## config.mk

```make
export PLATFORM = sky130hd
export DESIGN_NAME = indicator_blink_sequencer_flat
export DESIGN_NICKNAME = d
export VERILOG_FILES = /design/src/hw/rtl/ibs_pkg.sv /design/src/hw/rtl/ibs_if.sv /design/src/hw/rtl/ibs_lane.sv /design/src/hw/rtl/ibs_ctrl.sv /design/src/hw/rtl/indicator_blink_sequencer.sv /design/src/flat_wrapper.sv
export SDC_FILE = /design/constraint.sdc
export NUM_CORES = 1
export LEC_CHECK = 0
export ABC_AREA = 1
export BUFFER_PORTS_ARGS = -buffer_cell sky130_fd_sc_hd__buf_2
export CORE_ASPECT_RATIO = 1.4
export CORE_UTILIZATION = 40
export CTS_CLUSTER_DIAMETER = 200
export DETAILED_ROUTE_END_ITERATION = 10
export PLACE_DENSITY = 0.59
export SETUP_SLACK_MARGIN = 0.15
export SLEW_MARGIN = 10
export SYNTH_ARGS = -nofsm -noshare
export SYNTH_HDL_FRONTEND = slang
export SYNTH_SLANG_ARGS = --single-unit
```

## constraint.sdc

```tcl
create_clock -name clk -period 5.7 [get_ports clk]
set_input_delay 0 -clock clk [delete_from_list [all_inputs] [get_ports clk]]
set_output_delay 0 -clock clk [all_outputs]
set_load 0.02 [all_outputs]
```

## src/hw/rtl/ibs_pkg.sv

```systemverilog
// ibs_pkg: shared types, constants and reset values of the indicator blink sequencer.
// No dependencies; used by every other RTL file of the block.
package ibs_pkg;

  localparam int MAX_CHANNELS = 4;
  localparam int CHANNELS_DEF = 4;
  localparam int LEVEL_W      = 16;
  localparam int TIME_W       = 16;
  localparam int ELAPSED_W    = 32;
  localparam int COUNT_W      = 7;
  localparam int CFG_W        = 16;
  localparam int CFG_IDX_W    = 3;

  localparam logic [COUNT_W-1:0] COUNT_MAX  = 7'd127;
  localparam logic [COUNT_W-1:0] MIN_BLINKS = 7'd2;

  typedef enum logic [1:0] {
    PH_OFF  = 2'd0,
    PH_LIT  = 2'd1,
    PH_DARK = 2'd2
  } phase_t;

  typedef enum logic [CFG_IDX_W-1:0] {
    CFG_ON_TIME   = 3'd0,
    CFG_OFF_TIME  = 3'd1,
    CFG_THRESHOLD = 3'd2,
    CFG_INVALID   = 3'd3,
    CFG_LIT       = 3'd4,
    CFG_DARK      = 3'd5,
    CFG_ENABLE    = 3'd6
  } cfg_idx_t;

  typedef struct packed {
    logic        [TIME_W-1:0]       on_time_ms;
    logic        [TIME_W-1:0]       off_time_ms;
    logic signed [LEVEL_W-1:0]      active_threshold;
    logic signed [LEVEL_W-1:0]      invalid_level;
    logic signed [LEVEL_W-1:0]      lit_level;
    logic signed [LEVEL_W-1:0]      dark_level;
    logic        [MAX_CHANNELS-1:0] channel_enable;
  } cfg_t;

  typedef struct packed {
    logic   step;
    phase_t phase_cur;
    phase_t phase_nxt;
  } phase_ctl_t;

  localparam cfg_t CFG_RESET = '{
    on_time_ms:       16'd400,
    off_time_ms:      16'd400,
    active_threshold: 16'sd0,
    invalid_level:    16'sh8000,
    lit_level:        16'sh7FFF,
    dark_level:       16'sd0,
    channel_enable:   4'b0011
  };

endpackage

```

## src/hw/rtl/ibs_if.sv

```systemverilog
// ibs_in_if / ibs_out_if: valid-ready channel interfaces for tick and result beats.
// Depends on ibs_pkg for field widths.
interface ibs_in_if;
  logic                                 valid;
  logic                                 ready;
  logic        [ibs_pkg::TIME_W-1:0]    delta_ms;
  logic signed [ibs_pkg::LEVEL_W-1:0]   level_a;
  logic signed [ibs_pkg::LEVEL_W-1:0]   level_b;
  logic signed [ibs_pkg::LEVEL_W-1:0]   level_c;
  logic signed [ibs_pkg::LEVEL_W-1:0]   level_d;

  modport source (output valid, delta_ms, level_a, level_b, level_c, level_d, input ready);
  modport sink   (input valid, delta_ms, level_a, level_b, level_c, level_d, output ready);
endinterface

interface ibs_out_if;
  logic                                 valid;
  logic                                 ready;
  logic signed [ibs_pkg::LEVEL_W-1:0]   drive_a;
  logic signed [ibs_pkg::LEVEL_W-1:0]   drive_b;
  logic signed [ibs_pkg::LEVEL_W-1:0]   drive_c;
  logic signed [ibs_pkg::LEVEL_W-1:0]   drive_d;
  logic        [1:0]                    phase;

  modport source (output valid, drive_a, drive_b, drive_c, drive_d, phase, input ready);
  modport sink   (input valid, drive_a, drive_b, drive_c, drive_d, phase, output ready);
endinterface

```

## src/hw/rtl/ibs_lane.sv

```systemverilog
// ibs_lane: per-channel activity detect, participation flag and drive select.
// Depends on ibs_pkg (cfg_t, phase_ctl_t).
module ibs_lane (
  input  logic                              clk,
  input  logic                              rst_n,
  input  ibs_pkg::cfg_t                     cfg,
  input  logic                              enable,
  input  logic signed [ibs_pkg::LEVEL_W-1:0] level,
  input  ibs_pkg::phase_ctl_t               ctl,
  output logic                              active,
  output logic                              joined,
  output logic signed [ibs_pkg::LEVEL_W-1:0] drive
);
  import ibs_pkg::*;

  logic joined_r;
  logic joined_nxt;

  assign active = enable && (level > cfg.active_threshold) && (level != cfg.invalid_level);
  assign joined_nxt = (ctl.phase_cur == PH_LIT) ? (joined_r | active) : active;
  assign joined = joined_r;

  always_comb begin
    drive = level;
    if (joined_nxt) begin
      if (ctl.phase_nxt == PH_DARK) begin
        drive = cfg.dark_level;
      end else if (ctl.phase_nxt == PH_LIT) begin
        drive = cfg.lit_level;
      end
    end
  end

  always_ff @(posedge clk) begin
    if (!rst_n) begin
      joined_r <= 1'b0;
    end else if (ctl.step) begin
      joined_r <= joined_nxt;
    end
  end

endmodule

```

## src/hw/rtl/ibs_ctrl.sv

```systemverilog
// ibs_ctrl: shared blink state machine, blink counter and millisecond accumulator.
// Uses the merged lane activity; depends on ibs_pkg.
module ibs_ctrl (
  input  logic                            clk,
  input  logic                            rst_n,
  input  ibs_pkg::cfg_t                   cfg,
  input  logic                            step,
  input  logic                            any_active,
  input  logic [ibs_pkg::TIME_W-1:0]      delta_ms,
  output ibs_pkg::phase_ctl_t             ctl
);
  import ibs_pkg::*;

  phase_t               phase_r, phase_nxt;
  logic [COUNT_W-1:0]   count_r, count_nxt;
  logic [ELAPSED_W-1:0] elapsed_r, elapsed_nxt;
  logic [ELAPSED_W:0]   sum;
  logic [ELAPSED_W-1:0] elapsed_sat;
  logic [ELAPSED_W-1:0] on_ext;
  logic [ELAPSED_W-1:0] off_ext;

  assign sum         = {1'b0, elapsed_r} + {{(ELAPSED_W + 1 - TIME_W){1'b0}}, delta_ms};
  assign elapsed_sat = sum[ELAPSED_W] ? {ELAPSED_W{1'b1}} : sum[ELAPSED_W-1:0];
  assign on_ext      = {{(ELAPSED_W - TIME_W){1'b0}}, cfg.on_time_ms};
  assign off_ext     = {{(ELAPSED_W - TIME_W){1'b0}}, cfg.off_time_ms};

  always_comb begin
    phase_nxt   = phase_r;
    count_nxt   = count_r;
    elapsed_nxt = elapsed_sat;
    unique case (phase_r)
      PH_OFF: begin
        if (any_active) begin
          count_nxt   = '0;
          elapsed_nxt = '0;
          phase_nxt   = PH_LIT;
        end
      end
      PH_LIT: begin
        if (elapsed_sat > on_ext) begin
          elapsed_nxt = elapsed_sat - on_ext;
          phase_nxt   = PH_DARK;
        end
      end
      PH_DARK: begin
        if (!any_active && (count_r > MIN_BLINKS)) begin
          elapsed_nxt = '0;
          phase_nxt   = PH_OFF;
        end else if (elapsed_sat > off_ext) begin
          if (count_r < COUNT_MAX) begin
            count_nxt = count_r + 1'b1;
          end
          elapsed_nxt = elapsed_sat - off_ext;
          phase_nxt   = PH_LIT;
        end
      end
      default: begin
        phase_nxt = PH_OFF;
      end
    endcase
  end

  assign ctl = '{step: step, phase_cur: phase_r, phase_nxt: phase_nxt};

  always_ff @(posedge clk) begin
    if (!rst_n) begin
      phase_r   <= PH_OFF;
      count_r   <= '0;
      elapsed_r <= '0;
    end else if (step) begin
      phase_r   <= phase_nxt;
      count_r   <= count_nxt;
      elapsed_r <= elapsed_nxt;
    end
  end

endmodule

```

## src/hw/rtl/indicator_blink_sequencer.sv

```systemverilog
// indicator_blink_sequencer: turn-signal flasher top level with lanes, controller and
// output register. Depends on ibs_pkg, ibs_if, ibs_lane and ibs_ctrl.
//
// One tick beat is taken per cycle unless output stalls; its result beat appears in the
// output register on the next cycle and a new tick is taken in the same cycle that the
// waiting result is taken, so one beat per cycle is sustained, set by the single
// output register. Each used channel has its own lane for activity detect and drive
// select; the shared controller merges lane activity into the blink state, blink count
// and millisecond timer, all updated in the cycle of acceptance. Configuration is a
// write-only port; write while no beat is in flight.
module indicator_blink_sequencer #(
  parameter int CHANNELS = ibs_pkg::CHANNELS_DEF
) (
  input  logic                              clk,
  input  logic                              rst_n,
  ibs_in_if.sink                            in_ch,
  ibs_out_if.source                         out_ch,
  input  logic                              cfg_we,
  input  logic [ibs_pkg::CFG_IDX_W-1:0]     cfg_index,
  input  logic [ibs_pkg::CFG_W-1:0]         cfg_data
);
  import ibs_pkg::*;

  cfg_t                      cfg_r;
  phase_ctl_t                ctl;
  logic                      step;
  logic                      any_active;
  logic                      out_valid_r;
  logic signed [LEVEL_W-1:0] level   [MAX_CHANNELS];
  logic signed [LEVEL_W-1:0] drive   [MAX_CHANNELS];
  logic signed [LEVEL_W-1:0] drive_r [MAX_CHANNELS];
  logic [MAX_CHANNELS-1:0]   active;
  logic [MAX_CHANNELS-1:0]   joined;
  logic [1:0]                phase_r;

  assign level[0] = in_ch.level_a;
  assign level[1] = in_ch.level_b;
  assign level[2] = in_ch.level_c;
  assign level[3] = in_ch.level_d;

  assign in_ch.ready = !out_valid_r || out_ch.ready;
  assign step        = in_ch.valid && in_ch.ready;
  assign any_active  = |active;

  always_ff @(posedge clk) begin
    if (!rst_n) begin
      cfg_r <= CFG_RESET;
    end else if (cfg_we) begin
      unique case (cfg_index)
        CFG_ON_TIME:   cfg_r.on_time_ms       <= cfg_data[TIME_W-1:0];
        CFG_OFF_TIME:  cfg_r.off_time_ms      <= cfg_data[TIME_W-1:0];
        CFG_THRESHOLD: cfg_r.active_threshold <= cfg_data[LEVEL_W-1:0];
        CFG_INVALID:   cfg_r.invalid_level    <= cfg_data[LEVEL_W-1:0];
        CFG_LIT:       cfg_r.lit_level        <= cfg_data[LEVEL_W-1:0];
        CFG_DARK:      cfg_r.dark_level       <= cfg_data[LEVEL_W-1:0];
        CFG_ENABLE:    cfg_r.channel_enable   <= cfg_data[MAX_CHANNELS-1:0];
        default: begin
        end
      endcase
    end
  end

  genvar gi;
  generate
    for (gi = 0; gi < MAX_CHANNELS; gi++) begin : g_lane
      if (gi < CHANNELS) begin : g_used
        ibs_lane u_lane (
          .clk    (clk),
          .rst_n  (rst_n),
          .cfg    (cfg_r),
          .enable (cfg_r.channel_enable[gi]),
          .level  (level[gi]),
          .ctl    (ctl),
          .active (active[gi]),
          .joined (joined[gi]),
          .drive  (drive[gi])
        );
      end else begin : g_unused
        assign active[gi] = 1'b0;
        assign joined[gi] = 1'b0;
        assign drive[gi]  = level[gi];
      end
    end
  endgenerate

  ibs_ctrl u_ctrl (
    .clk        (clk),
    .rst_n      (rst_n),
    .cfg        (cfg_r),
    .step       (step),
    .any_active (any_active),
    .delta_ms   (in_ch.delta_ms),
    .ctl        (ctl)
  );

  always_ff @(posedge clk) begin
    if (!rst_n) begin
      out_valid_r <= 1'b0;
    end else if (step) begin
      out_valid_r <= 1'b1;
    end else if (out_ch.ready) begin
      out_valid_r <= 1'b0;
    end
  end

  always_ff @(posedge clk) begin
    if (step) begin
      drive_r <= drive;
      phase_r <= ctl.phase_nxt;
    end
  end

  assign out_ch.valid   = out_valid_r;
  assign out_ch.drive_a = drive_r[0];
  assign out_ch.drive_b = drive_r[1];
  assign out_ch.drive_c = drive_r[2];
  assign out_ch.drive_d = drive_r[3];
  assign out_ch.phase   = phase_r;

`ifndef SYNTH
  a_step_fills_output: assert property (@(posedge clk) disable iff (!rst_n)
    step |=> out_valid_r)
    else $error("accepted tick did not produce a result beat");

  a_phase_code_legal: assert property (@(posedge clk) disable iff (!rst_n)
    out_valid_r |-> (phase_r != 2'd3))
    else $error("result beat carries an illegal phase code");

  a_off_none_joined: assert property (@(posedge clk) disable iff (!rst_n)
    (ctl.phase_cur == PH_OFF) |-> (joined == '0))
    else $error("channel still joined while sequencer is off");

  a_stall_holds: assert property (@(posedge clk) disable iff (!rst_n)
    (out_valid_r && !out_ch.ready) |=> !$past(step) || out_valid_r)
    else $error("stalled result beat was lost");
`endif

endmodule
```

## src/flat_wrapper.sv

```systemverilog
// flat-port wrapper written by rule: the top's interface ports become plain ports
module indicator_blink_sequencer_flat import ibs_pkg::*;
#(
  parameter int CHANNELS = ibs_pkg::CHANNELS_DEF
)
  (clk, rst_n, cfg_we, cfg_index, cfg_data, in_ch_valid, in_ch_delta_ms, in_ch_level_a, in_ch_level_b, in_ch_level_c, in_ch_level_d, in_ch_ready, out_ch_valid, out_ch_drive_a, out_ch_drive_b, out_ch_drive_c, out_ch_drive_d, out_ch_phase, out_ch_ready);
  ibs_in_if in_ch_i ();
  ibs_out_if out_ch_i ();
  input  logic clk;
  input  logic rst_n;
  input  logic cfg_we;
  input  logic [ibs_pkg::CFG_IDX_W-1:0] cfg_index;
  input  logic [ibs_pkg::CFG_W-1:0] cfg_data;
  input wire logic [$bits(in_ch_i.valid)-1:0] in_ch_valid;
  input wire logic [$bits(in_ch_i.delta_ms)-1:0] in_ch_delta_ms;
  input wire logic [$bits(in_ch_i.level_a)-1:0] in_ch_level_a;
  input wire logic [$bits(in_ch_i.level_b)-1:0] in_ch_level_b;
  input wire logic [$bits(in_ch_i.level_c)-1:0] in_ch_level_c;
  input wire logic [$bits(in_ch_i.level_d)-1:0] in_ch_level_d;
  output wire logic [$bits(in_ch_i.ready)-1:0] in_ch_ready;
  output wire logic [$bits(out_ch_i.valid)-1:0] out_ch_valid;
  output wire logic [$bits(out_ch_i.drive_a)-1:0] out_ch_drive_a;
  output wire logic [$bits(out_ch_i.drive_b)-1:0] out_ch_drive_b;
  output wire logic [$bits(out_ch_i.drive_c)-1:0] out_ch_drive_c;
  output wire logic [$bits(out_ch_i.drive_d)-1:0] out_ch_drive_d;
  output wire logic [$bits(out_ch_i.phase)-1:0] out_ch_phase;
  input wire logic [$bits(out_ch_i.ready)-1:0] out_ch_ready;
  assign in_ch_i.valid = in_ch_valid;
  assign in_ch_i.delta_ms = in_ch_delta_ms;
  assign in_ch_i.level_a = in_ch_level_a;
  assign in_ch_i.level_b = in_ch_level_b;
  assign in_ch_i.level_c = in_ch_level_c;
  assign in_ch_i.level_d = in_ch_level_d;
  assign in_ch_ready = in_ch_i.ready;
  assign out_ch_valid = out_ch_i.valid;
  assign out_ch_drive_a = out_ch_i.drive_a;
  assign out_ch_drive_b = out_ch_i.drive_b;
  assign out_ch_drive_c = out_ch_i.drive_c;
  assign out_ch_drive_d = out_ch_i.drive_d;
  assign out_ch_phase = out_ch_i.phase;
  assign out_ch_i.ready = out_ch_ready;
  indicator_blink_sequencer #(.CHANNELS(CHANNELS)) u_core (.clk(clk), .rst_n(rst_n), .in_ch(in_ch_i), .out_ch(out_ch_i), .cfg_we(cfg_we), .cfg_index(cfg_index), .cfg_data(cfg_data));
endmodule
```

# ---- Yosys cells after proc, flatten, opt, wreduce, memory -nomap -nowiden
# Cells that the tools add are included.
dict set report op_classes {
  addsub 4
  mul 0
  div 0
  n_lt_le_gt_ge 8
  eq_ne 18
  shift 0
  n_mux 34
  bitwise 4
  reduce_logical 26
}
# op n
set op_table {}
lappend op_table {{16-bit two-way mux} 12}
lappend op_table {{32-bit two-way mux} 5}
lappend op_table {{32-bit case mux with 3 select lines} 1}
lappend op_table {{16-bit greater-than comparator} 4}
lappend op_table {{32-bit by 16-bit greater-than comparator with 1-bit output} 2}
lappend op_table {{16-bit != test} 4}
lappend op_table {{32-bit by 16-bit subtractor with 32-bit output} 2}
lappend op_table {{32-bit by 16-bit adder with 33-bit output} 1}
lappend op_table {{7-bit two-way mux} 4}
lappend op_table {{7-bit case mux with 2 select lines} 1}
lappend op_table {{2-bit AND reduction} 7}
lappend op_table {{1-bit logical AND} 10}
lappend op_table {{3-bit == test (second input constant)} 3}
lappend op_table {{2-bit two-way mux} 4}
lappend op_table {{2-bit != test (second input constant)} 4}
lappend op_table {{7-bit by 1-bit adder with 7-bit output (second input constant)} 1}
lappend op_table {{7-bit by 2-bit greater-than comparator with 1-bit output (second input constant)} 1}
lappend op_table {{7-bit less-than comparator (second input constant)} 1}
lappend op_table {{3-bit by 2-bit == test with 1-bit output (second input constant)} 2}
lappend op_table {{1-bit two-way mux} 6}
lappend op_table {{2-bit case mux with 3 select lines} 1}
lappend op_table {{6-bit AND reduction} 1}
lappend op_table {{2-bit by 1-bit == test with 1-bit output (second input constant)} 2}
lappend op_table {{2-bit == test (second input constant)} 2}
lappend op_table {{other kinds (8)} 13}
dict set report totals {
  register_bits 212
  latch_bits 0
  ram_bits 0
  romBits 0
  in_bits 104
  output_inout_bits 68
  wordCells 114
  memories 0
}

# ---- Logic depth before layout (Yosys ltp)
dict set report depth {
  ltp_word 12
  depth_mapped 32
  depth_no_buf 30
}

# ---- Cells and area by module
# From an unflattened synthesis, not the netlist that was laid out.
dict set report hier_totals {
  cells_unflattened 3012
  area_unflattened_um2 18935.7
}
# module instances cells_each area_per_inst_um2 seq_area_each_um2
set modules_own_cells {}
lappend modules_own_cells {ibs_ctrl 1 1353 7215.7 820.8}
lappend modules_own_cells {indicator_blink_sequencer 1 626 5936.9 4003.8}
lappend modules_own_cells {{ibs_lane at u_core.g_lane[1].g_used.u_lane ...} 3 258 1441.4 20.0}
lappend modules_own_cells {{ibs_lane at u_core.g_lane[0].g_used.u_lane} 1 259 1458.9 20.0}

# ---- Worst setup path before layout
# OpenSTA, ideal clock, no wires.
dict set report synth_path {
  path_kind {reg2reg}
  startpoint {register u_core.u_ctrl.elapsed_r[0]}
  endpoint {register u_core.drive_r (netlist bit u_core.out_ch.drive_a[0]) (data pin)}
  setup_ps 258
  arrival_time_ps 4503
  t_required_ps 5442
  path_slack_ps 940
  path_stages_with_launch 31
  path_buffers 4
  synth_period_minus_slack_ps 4760
  path_cell_list {dfxtp_1 > ha_1 > fa_1 > nand2_1 > nand2_1 > nand3_1 > nand2_1 > nand2_1 > nand2_2 > nand2_4 > buf_6 > inv_1 > clkbuf_1 > nor2_1 > ha_1 > fa_1 > or2_2 > o21ai_1 > a21boi_0 > o21ai_1 > inv_1 > o21ai_1 > o21ai_0 > nand4_1 > nand3_2 > buf_6 > buf_6 > nand2_1 > o21ai_1 > nand2_1 > a21oi_1}
}
# element line
set synth_lines {}
lappend synth_lines {{start, declared} ibs_ctrl.sv:16} ;# logic [ELAPSED_W-1:0] elapsed_r, elapsed_nxt;
lappend synth_lines {{start signal, assigned} ibs_ctrl.sv:73} ;# elapsed_r <= elapsed_nxt;
lappend synth_lines {{end signal, assigned} indicator_blink_sequencer.sv:108} ;# drive_r <= drive;
lappend synth_lines {{end, declared} indicator_blink_sequencer.sv:31} ;# logic signed [LEVEL_W-1:0] drive_r [MAX_CHANNELS];

==> qor.yml <==
status: "finished clean"
max_slew_margin_pct: 36.31
syn_nets: 2778
antenna_cells: 0
numCtsBuffers: 25
min_period_ns: 5.106
post-dp-hpwl_um: 46450
wl_um: 60440
power.static_leakage_uw: 0.009290
gr-usage-all-layers_pct: 28.06
fin_area_sq_mm: 0.01956
initial_utilization_pct: 40.83
dieWidth_um: 174.1
drv_slew: 0
hold_violations: 0
fillers: 4171
required_ns: 6.09
skew_ns: 0.02068
grt_overflow: 0
nets: 2997
setup_slack_ns: 0.5942
cp-start-kind: "flop"
cap_violations: 0
pre_cts_slack_ns: 0.3156
ir_drop_mv: 0.2357
critPathKind: "flop to flop"
clock_latency_ns: 0.55
ant_nets: 0
drive_gt1_share_pct: 10.31
firstDrtPassIters: 5
synth_cell_types: 45
core_area_sq_mm: 0.04060
cts_tree: "done"
totalNegativeSetupSlack_ns: 0
clock-sinks: 212
final_cells: 3328
period_share_pct: 89.58
synth_area_sq_mm: 0.01658
path_clk_slew_ns: 0.06
drc_errors: 0
grt_pass1_wl_um: 93690
routedWlPerCell_um: 18.16
vias: 17742
synth_ff_type: "dfxtp_1"
grt_pass1_vias: 17177
root_buffer: "clkbuf_16"
worst_slew_pin_slew_ns: 0.9553
drtIter0Drc: 1343
syn_area_per_cell_sq_um: 6.484
final-setup-viol-count: 0
die_h_um: 242.9
endpoint_kind: "flop"
ios: 172
netlist_instances: 2557
final_cell_mix: "nand2_1, a21oi_1, nor2_1"
dieArea_sq_mm: 0.04228
rsz0062_at_grt: "false"
final_common_cell: "nand2_1"
gp_congestion: 0.9668
cts_setup_buffers: 0
crit_path_max_fanout: 37
crit_arrival_ns: 5.50
max-clock-path-buffers: 3
row_count: 87
async_flop_share_pct: 0
port_buffers: 171
placedInstanceArea_sq_mm: 0.01789
htreeDepth: 1
grt_max_degree: 91
hp-class: "input pin to flop"
dp.cells: 3199
fmax_mhz: 195.9
synth-seq-area-share_pct: 29.58
via_per_inst: 5.331
areaGrowthSynthToFinish_pct: 17.95
antenna_found_initial: 0
yosysWarnings: 0
power.density_mw_per_mm2: 311.7
synth_edf_count: 66
yosys_register_bits: 212
[flip-flops by register name (all words and copies together), names as in the netlist]
signal                              flops
u_core.out_ch.drive_b                  16
u_core.cfg_r                          100
u_core.out_ch.valid                     1
u_core.u_ctrl.count_r                   7
u_core.u_ctrl.phase_r                   2
u_core.out_ch.phase                     2
u_core.u_ctrl.elapsed_r                32
u_core.out_ch.drive_c                  16
u_core.out_ch.drive_a                  16
u_core.g_lane.g_used.u_lane.joined      4
u_core.out_ch.drive_d                  16
[Yosys cell counts (28+ instances only)]
| cell | number | area share [%] |
|---|---|---|
| nand2_1 | 686 | 16 |
| a21oi_1 | 309 | 9.3 |
| nor2_1 | 299 | 6.8 |
| inv_1 | 271 | 6.1 |
| o21ai_0 | 153 | 4.6 |
| dfxtp_1 | 146 | 18 |
| nand3_1 | 136 | 4.1 |
| ha_1 | 114 | 8.6 |
| edfxtp_1 | 66 | 12 |
| xnor2_1 | 65 | 3.4 |
| clkbuf_1 | 61 | 1.4 |
| nand4_1 | 43 | 1.6 |
| o21ai_1 | 28 | 0.85 |
[path summary, 6_finish.rpt]
check / depth (start not counted) / startpoint / slack [ns] / endpoint
worst min register to register: 2 / u_core.cfg_r[20] / 0.45 / u_core.cfg_r[20]
worst min-delay path: 5 / cfg_index[2] / 0.05 / u_core.cfg_r[1]
worst max-delay path: 25 / u_core.u_ctrl.elapsed_r[0] / 0.59 / u_core.out_ch.drive_d[12]
worst max register to register: 25 / u_core.u_ctrl.elapsed_r[0] / 0.59 / u_core.out_ch.drive_d[12]
[worst max-delay path: stages, from the launching register on]
cell and delay [ns]:
dfxtp_1 0.31, ha_1 0.22, fa_1 0.43, nand2_1 0.11, nand2_1 0.09, nand3_1 0.09, nand2_1 0.11, nand2_1 0.12
nand2_2 0.09, nand2_4 0.11, buf_4 0.25, nand3_1 0.25, ha_1 0.48, nand2_1 0.15, nor4_2 0.33, nand2_1 0.12
nand3_1 0.11, nand2_1 0.12, nand3_4 0.25, nand2_4 0.22, nand3_2 0.15, buf_8 0.26, nand2_1 0.19, o21ai_1 0.12
nand2_1 0.07, a21oi_1 0.16
[metrics by stage]
stage | hold slack (ns) | power, uW | utilization [%]
after CTS | 0.03077 | 6095 | 48.11
after global placement | 0.2995 | 4398 | 44.05
after floorplan | 0.1261 | 3683 | -
after detailed placement | 0.3109 | 4419 | 44.05
final | 0.04705 | 6096 | 48.16
after global routing | 0.07710 | 6491 | 48.16
[cell families (layout without fill, tap and decap cells)]
kind of cell	Yosys count	count (layout)	synth area share, %
XOR/XNOR	88	88	4.649
AND/OR/NAND/NOR	1232	1232	30.93
AO/OA/AOI/OAI	538	538	16.84
adder cells (fa/ha/maj)	117	117	8.965
flip-flops	212	212	29.58
buffers and inverters	370	607	9.026
[report_power, final]
group	switching [uW]	total, uW	internal, uW
registers	68.7	1770	1700
logic	1800	2710	907
clock network	668	1620	948
total	2540	6100	3560
[area by class of cell]
class	count	area (sq um)	area share, %
tap	534	668.1	3.417
sequential	212	4905	25.08
clock buffer	36	701.9	3.589
inverter	282	1062	5.432
clock inverter	9	105.1	0.5375
multi-input combinational	1975	10200	52.14
timing repair buffer	280	1917	9.802
[what timing repair did]
item | 4_1_cts | 5_1_grt
hold buffers | 84 | 0
hold endpoints to repair | 166 | 0
gates resized for setup | 0 | 6
endpoints found under the setup margin | 0 | 64
[routing by layer]
metal  part of all wire (%)  track usage, %
met3                    4.3           2.021
met4                    3.9           11.27
met1                     40           32.19
met5                      0               0
met2                     52           53.13
Note: power is estimated with default switching activity, not from simulation.
